--- config.mk ---
export PLATFORM = sky130hd
export DESIGN_NAME = vlmr_ctrl
export DESIGN_NICKNAME = d
export VERILOG_FILES = /design/src/rtl/core/vlmr_pkg.sv /design/src/rtl/core/vlmr_ctrl.sv
export SDC_FILE = /design/constraint.sdc
export NUM_CORES = 1
export LEC_CHECK = 0
export CAP_MARGIN = 40
export CORE_MARGIN = 3
export CORE_UTILIZATION = 35
export DETAILED_ROUTE_END_ITERATION = 16
export DONT_BUFFER_PORTS = 1
export GPL_TIMING_DRIVEN = 0
export PLACE_DENSITY = 0.53
export SLEW_MARGIN = 20
export SYNTH_ARGS = -nofsm -noshare
export SYNTH_HDL_FRONTEND = slang
export SYNTH_SLANG_ARGS = --single-unit
--- constraint.sdc ---
create_clock -name clk -period 1.99 [get_ports clk]
set_input_delay 0.398 -clock clk [delete_from_list [all_inputs] [get_ports clk]]
set_output_delay 0.398 -clock clk [all_outputs]
set_load 0.01 [all_outputs]
--- src/rtl/core/vlmr_pkg.sv ---
// ----------------------------------------------------------------------------
// vlmr_pkg
// Shared constants, types and helpers of the variable-length message ring.
// ----------------------------------------------------------------------------
package vlmr_pkg;

    // Ring geometry; RING_BYTES must be a power of two so pointers wrap freely.
    localparam int RING_BYTES   = 4096;
    localparam int HEADER_BYTES = 8;

    localparam int PTR_W   = $clog2(RING_BYTES);
    localparam int AVAIL_W = PTR_W + 1;
    localparam int BYTE_W  = 8;
    localparam int TAG_W   = 48;
    localparam int LEN_W   = 6;
    localparam int OP_W    = 2;
    localparam int KIND_W  = 3;

    localparam int TAG_BYTES = TAG_W / BYTE_W;
    // Last header byte index that carries tag content.
    localparam int TAG_LAST  = (HEADER_BYTES - 1 < TAG_BYTES) ? HEADER_BYTES - 1 : TAG_BYTES;
    localparam int IDX_W     = (LEN_W > $clog2(HEADER_BYTES)) ? LEN_W : $clog2(HEADER_BYTES);

    typedef enum logic [OP_W-1:0] {
        OP_POST = 2'd0,
        OP_BYTE = 2'd1,
        OP_POLL = 2'd2
    } op_t;

    typedef enum logic [KIND_W-1:0] {
        KIND_POST_OK    = 3'd0,
        KIND_POST_FULL  = 3'd1,
        KIND_POLL_EMPTY = 3'd2,
        KIND_HEADER     = 3'd3,
        KIND_PAYLOAD    = 3'd4
    } kind_t;

    typedef enum logic [3:0] {
        ST_IDLE,
        ST_POST_CHK,
        ST_HDR_WR,
        ST_POST_RES,
        ST_POLL_CHK,
        ST_EMPTY_RES,
        ST_HDR_RD,
        ST_HDR_CAP,
        ST_HDR_RES,
        ST_PAY_RD,
        ST_PAY_RES
    } state_t;

    typedef struct packed {
        logic  capture;      // latch the accepted request
        logic  pay_write;    // store a payload byte of the open post
        logic  post_check;   // close any open post, record the full decision
        logic  hdr_write;    // write one header byte
        logic  hdr_commit;   // finish the header of an accepted post
        logic  poll_start;   // clear the tag and byte index for a poll
        logic  mem_read;     // issue a ring read
        logic  rd_sel_pay;   // read address is in the payload area
        logic  hdr_capture;  // take the read byte into the header fields
        logic  idx_inc;      // advance the byte index
        logic  idx_clr;      // restart the byte index
        logic  rd_advance;   // move the read pointer past the polled message
        logic  out_load;     // load the output register
        kind_t out_kind;
    } cmd_t;

    typedef struct packed {
        logic ring_full;
        logic ring_empty;
        logic post_reject;
        logic idx_hdr_end;
        logic idx_tag_end;
        logic hdr_last;
        logic pay_last;
        logic out_free;
    } status_t;

    // Byte idx of the stored header: length first, then the tag LSB first.
    function automatic logic [BYTE_W-1:0] header_byte(
        input logic [IDX_W-1:0] idx,
        input logic [LEN_W-1:0] len,
        input logic [TAG_W-1:0] tag
    );
        logic [BYTE_W-1:0] b;
        b = '0;
        if (idx == '0)
        begin
            b = BYTE_W'(len);
        end
        else
        begin
            for (int i = 0; i < TAG_BYTES; i++)
            begin
                if (idx == IDX_W'(i + 1))
                begin
                    b = tag[i*BYTE_W +: BYTE_W];
                end
            end
        end
        return b;
    endfunction

endpackage

--- src/rtl/core/vlmr_ctrl.sv ---
// ----------------------------------------------------------------------------
// vlmr_ctrl
// Sequencer for post, payload and poll requests of the message ring.
// ----------------------------------------------------------------------------
module vlmr_ctrl
(
    input  logic                          clk,
    input  logic                          rst_n,
    input  logic                          in_valid,
    output logic                          in_ready,
    input  logic [vlmr_pkg::OP_W-1:0]     op,
    input  vlmr_pkg::status_t             status,
    output vlmr_pkg::cmd_t                cmd
);
    import vlmr_pkg::*;

    state_t state_reg;
    state_t state_next;
    logic   accept;

    assign in_ready = (state_reg == ST_IDLE);
    assign accept   = in_valid && in_ready;

    always_ff @(posedge clk or negedge rst_n)
    begin
        if (!rst_n)
        begin
            state_reg <= ST_IDLE;
        end
        else
        begin
            state_reg <= state_next;
        end
    end

    // Next state
    always_comb
    begin
        state_next = state_reg;
        unique case (state_reg)
            ST_IDLE:
            begin
                if (accept)
                begin
                    unique case (op)
                        OP_POST: state_next = ST_POST_CHK;
                        OP_POLL: state_next = ST_POLL_CHK;
                        default: state_next = ST_IDLE;
                    endcase
                end
            end
            ST_POST_CHK:
            begin
                state_next = status.ring_full ? ST_POST_RES : ST_HDR_WR;
            end
            ST_HDR_WR:
            begin
                if (status.idx_hdr_end)
                begin
                    state_next = ST_POST_RES;
                end
            end
            ST_POST_RES, ST_EMPTY_RES:
            begin
                if (status.out_free)
                begin
                    state_next = ST_IDLE;
                end
            end
            ST_POLL_CHK:
            begin
                state_next = status.ring_empty ? ST_EMPTY_RES : ST_HDR_RD;
            end
            ST_HDR_RD:
            begin
                state_next = ST_HDR_CAP;
            end
            ST_HDR_CAP:
            begin
                state_next = status.idx_tag_end ? ST_HDR_RES : ST_HDR_RD;
            end
            ST_HDR_RES:
            begin
                if (status.out_free)
                begin
                    state_next = status.hdr_last ? ST_IDLE : ST_PAY_RD;
                end
            end
            ST_PAY_RD:
            begin
                state_next = ST_PAY_RES;
            end
            ST_PAY_RES:
            begin
                if (status.out_free)
                begin
                    state_next = status.pay_last ? ST_IDLE : ST_PAY_RD;
                end
            end
            default:
            begin
                state_next = ST_IDLE;
            end
        endcase
    end

    // Commands
    always_comb
    begin
        cmd          = '0;
        cmd.out_kind = KIND_POST_OK;
        unique case (state_reg)
            ST_IDLE:
            begin
                cmd.capture   = accept;
                cmd.idx_clr   = accept;
                cmd.pay_write = accept && (op == OP_BYTE);
            end
            ST_POST_CHK:
            begin
                cmd.post_check = 1'b1;
            end
            ST_HDR_WR:
            begin
                cmd.hdr_write  = 1'b1;
                cmd.idx_inc    = 1'b1;
                cmd.hdr_commit = status.idx_hdr_end;
            end
            ST_POST_RES:
            begin
                cmd.out_load = status.out_free;
                cmd.out_kind = status.post_reject ? KIND_POST_FULL : KIND_POST_OK;
            end
            ST_EMPTY_RES:
            begin
                cmd.out_load = status.out_free;
                cmd.out_kind = KIND_POLL_EMPTY;
            end
            ST_POLL_CHK:
            begin
                cmd.poll_start = !status.ring_empty;
            end
            ST_HDR_RD:
            begin
                cmd.mem_read = 1'b1;
            end
            ST_HDR_CAP:
            begin
                cmd.hdr_capture = 1'b1;
                cmd.idx_inc     = !status.idx_tag_end;
            end
            ST_HDR_RES:
            begin
                cmd.out_load   = status.out_free;
                cmd.out_kind   = KIND_HEADER;
                cmd.rd_advance = status.out_free && status.hdr_last;
                cmd.idx_clr    = status.out_free && !status.hdr_last;
            end
            ST_PAY_RD:
            begin
                cmd.mem_read   = 1'b1;
                cmd.rd_sel_pay = 1'b1;
            end
            ST_PAY_RES:
            begin
                cmd.out_load   = status.out_free;
                cmd.out_kind   = KIND_PAYLOAD;
                cmd.rd_advance = status.out_free && status.pay_last;
                cmd.idx_inc    = status.out_free && !status.pay_last;
            end
            default:
            begin
                cmd.capture = 1'b0;
            end
        endcase
    end

endmodule

# Yosys cells after proc, flatten, opt, wreduce, memory -nomap -nowiden
# Cells that the tools add are included.
# W data, S select, Z words.
[totals]
ff_bits = 4
word_cells = 58
[op_classes]
reduce_logical = 15
eq_ne = 17
muxes = 25
[op_table]
columns = ["op", "count"]
rows = [
  ["$pmux W4 S10", 1],
  ["$mux W4", 8],
  ["$eq A4 B3 Y1 const B", 4],
  ["$pmux W4 S4", 1],
  ["$eq A4 B4 Y1 const B", 3],
  ["$mux W1", 9],
  ["$eq A4 B2 Y1 const B", 2],
  ["$ne A2 B2 Y1 const B", 4],
  ["$logic_and A1 B1 Y1", 6],
  ["$pmux W3 S2", 1],
  ["$reduce_and A5 Y1", 1],
  ["$eq A4 B1 Y1 const B", 1],
  ["$logic_not A1 Y1", 4],
  ["$logic_not A4 Y1", 1],
  ["$mux W2", 2],
  ["$pmux W1 S2", 2],
  ["$reduce_or A2 Y1", 2],
  ["$pmux W1 S3", 1],
  ["$eq A2 B1 Y1 const B", 1],
  ["$eq A2 B2 Y1 const B", 1],
  ["$logic_not A2 Y1", 1],
  ["$ne A2 B1 Y1 const B", 1],
]

# Depth between registers and ports, before layout
[logic_depth]
depth_word = 4
ltp_mapped = 6
mapped_depth_nobuf = 4

# Worst setup path before layout
# No wires, ideal clock.
[synth_timing]
path_type = "flip-flop to output port"
startpoint = "register state_reg[3]"
endpoint = "output port cmd[5] in the netlist's numbering"
t_arrival_ps = 1449
required_time_ps = 1592
stages_incl_launch_ff = 5
n_path_buf = 2
setup_slack_ps = 143
cell_sequence = "dfrtp_1 > buf_2 > buf_2 > nand3b_1 > a2111oi_0"
[synth_rtl]
columns = ["element", "line_no", "source"]
rows = [
  ["from (decl)", "vlmr_ctrl.sv:17", "state_t state_reg;"],
  ["from (signal assigned)", "vlmr_ctrl.sv:32", "state_reg <= state_next;"],
  ["to (decl)", "vlmr_ctrl.sv:13", "output vlmr_pkg::cmd_t cmd"],
]

==> summary.txt <==
Outcome
  • Status: complete, but fails checks
  • Failing checks: setup timing

Power and ir drop
  • Cell-internal power: a little under 0.5 mW
  • Seq pwr share: 0.131
  • Peak VDD IR: approximately 0.63 mV
  • Leak: around 0.28 nW
  • Tot Pwr: roughly 0.97 mW
  • Logic pwr share: 0.759
  • P_sw: a little under 0.5 mW
  • Clock Power Share: 0.109
  • Pwr/cell area: roughly 1400 nW/um^2
  • Sw frac: 0.497

GRT
  • First-pass GRT wire length: around 2600 microns
  • Vias in the first global route: roughly 560
  • Largest net degree at the start of global routing: 11
  • GRT Residual Overflow: 0
  • GRT Util Overall: 0.175
  • Initial antenna violation count: 0

Place
  • Port bufs: 0
  • Setup slack at placement: -0.0387 ns
  • Dpl cell area: ~580 sq um
  • Placed Cells: between 90 and 100
  • GP Congestion: 0.761
  • HPWL Detailed: 1230 microns

Route
  • Drt wl/cell: roughly 17 microns
  • Via Count: between 600 and 700
  • Met3 wire len: about 180 microns
  • First DRT Iteration DRCs: 12
  • Vias/cell: around 6.3
  • Routed wire length: ~1700 microns
  • Drt first pass iters: 4
  • Antenna Nets Post-Route: 0
  • Number of remaining DRC errors: 0
  • Highest routed layer: met4
  • Routed wl met2: 703 microns
  • M1 WL: about 750 microns

Layout
  • Finished layout cell area: 693 sq um
  • Final core utilization: 0.496
  • Max reg flops: 4
  • Area Growth Syn to Fin: 23.1%
  • Share of post-route cells with drive strength above 1: 0.310
  • # diodes: 0
  • Fillcell total: ~140
  • Final nets: around 100
  • Fin cells: between 100 and 150

Synth
  • Synth Area in Simple Gates: 0.387
  • Most frequent cell after synthesis: nor2_1
  • Top cell type's share of synthesized area: 0.178
  • Syn Nets: 94
  • Mux contribution to synthesized area: 0.0444
  • Synth Area in Compound Gates: 0.278
  • Synth unique cells: 33
  • Post-Syn Area: ~560 sq um
  • Synth top area cells: dfrtp_1, nor2_1, a21oi_1, nand2b_1, nand2_1
  • Asr flop ratio synth: 1.00
  • Main combinational cell family by area after synthesis: simple AND/OR/NAND/NOR gates
  • Post-Synth Adder-Cell Area: 0
  • Post-Syn Instances: 81
  • Xor and xnor area share after synthesis: 0.0156
  • Commonest cells post-synth: nor2_1, nand2_1, a21oi_1, buf_2, nand2b_1
  • Synthesized area per cell: 6.95 sq um
  • Post-synth EDFFs: 0
  • Register area share after synthesis: 0.178
  • Synth area leader: dfrtp_1
  • Predominant post-synthesis flop cell: dfrtp_1
  • FF+latch count, synth: 4
  • Yosys warns: 0

CTS
  • Skew-Pair Late Insertion Delay: ~0.24 ns
  • Total CTS buffers: 3
  • Clock transition at path regs: 0.04 ns
  • H-tree Lvls: 1
  • Clock sinks: 4
  • CTS Buffer Depth: 2
  • CTS root buffer: clkbuf_4
  • CTS tree: yes

Worst setup path
  • CP arrival: 1.64 ns
  • CP cell instances: or4_4 -> inv_4 -> and2_4 -> and3b_2
  • Critical Path Start Type: flip-flop
  • Critical path's largest stage delay: about 0.56 ns
  • Worst Setup End Kind: primary output
  • CP Max Fanout: 3
  • Critical Path RT: 1.59 ns
  • Worst Path Class, Setup: flip-flop to primary output
  • Reg2reg setup slack: 0.36 ns
  • Slowest cell on the critical path: or4_4

Floorplan
  • Die X: approximately 46 microns
  • Row Count: 13
  • Area of the die: between 2000 and 2500 sq um
  • IO Pins: 30
  • Initial core utilization: 0.403
  • Die height: 46.1 microns
  • Core area: 1400 sq um

STA
  • Period Utilization, post-route: 1.02
  • Slew HR: 0.681
  • Final setup violation count: 1
  • RSZ-0062 raised after global routing: yes
  • Fin. max-slew vios: 0
  • Slew @ Worst Pin: about 0.47 ns
  • Fmax: between 0.4 and 0.5 GHz
  • Hold WS: 0.265 ns
  • Hold Fails Final Rpt: 0
  • TNS Setup: -0.0443 ns
  • Final worst slack: -0.0443 ns
  • Minimum clock period after layout: slightly above 2 ns
  • Clock Skew: 0.000586 ns

Hold path
  • Tightest Hold Check Type: input pin to flip-flop

Flow run
  • Max-Cap Viols: 0
[worst max-delay path, delay by kind of cell, from the launching register on]
| family | cells | cell delay [ns] |
|---|---|---|
| buf+inv | 1 | 0.08 |
| simple gates | 3 | 0.92 |
| flops | 1 | 0.38 |
[final timing paths]
path / start / to / depth (start not counted)
hold reg to reg: state_reg[0] / state_reg[3] / 3
setup / recovery: state_reg[0] / cmd[14] / 4
max in group asynchronous: rst_n / state_reg[0] / 1
setup reg to reg: state_reg[0] / state_reg[0] / 6
hold / removal: status[0] / state_reg[0] / 1
min in group asynchronous: rst_n / state_reg[3] / 1
[final cells by class]
| class | count | area [sq um] | share of cell area |
|---|---|---|---|
| clock buffer | 3 | 22.5 | 0.0325 |
| multi-input combinational | 66 | 454 | 0.655 |
| tap | 15 | 18.8 | 0.0271 |
| timing repair buffer | 5 | 40.0 | 0.0578 |
| sequential | 4 | 100 | 0.144 |
| buffer | 5 | 40.0 | 0.0578 |
| inverter | 4 | 17.5 | 0.0253 |
[cell families after synthesis]
| logic type | Yosys count |
|---|---|
| AOI/OAI and AO/OA | 23 |
| xor gates and xnor gates | 1 |
| buffers and inverters | 11 |
| DFF | 4 |
| muxes | 2 |
| and+or+nand+nor | 40 |
[power by group through the flow]
stage	Combinational (mW)	Clock [mW]	Sequential, mW
global route	0.801	0.122	0.130
global placement	0.616	0	0.131
floorplan	0.512	0	0.125
finish	0.734	0.106	0.127
detailed placement	0.614	0	0.130
CTS	0.708	0.109	0.122
[placed cells by master (no fill, tap or decap), types with 3 or more instances in the layout]
cell type / netlist / layout
a21oi_1: 7 / 4
a21oi_2: 0 / 3
buf_4: 0 / 4
clkbuf_4: 0 / 4
dfrtp_1: 4 / 4
inv_1: 3 / 3
nand2_1: 8 / 7
nand2b_1: 5 / 5
nor2_1: 10 / 8
nor3_1: 4 / 3
o21ai_0: 3 / 3
o22ai_1: 3 / 3
[layer usage]
metal,GRT usage,up-vias
met5,0,-
met4,0.114,0
met3,0.0742,7
met2,0.225,40
met1,0.231,282
li1,-,310
[what timing repair did]
item | 4_1_cts | 5_1_grt
hold buffers | 1 | 0
setup buffers | 4 | 0
setup endpoints to repair | 4 | 10
hold endpoints to repair | 4 | 0
gates resized for setup | 6 | 14
pin swaps | 3 | 4
Power figures use the tool's default switching activity.
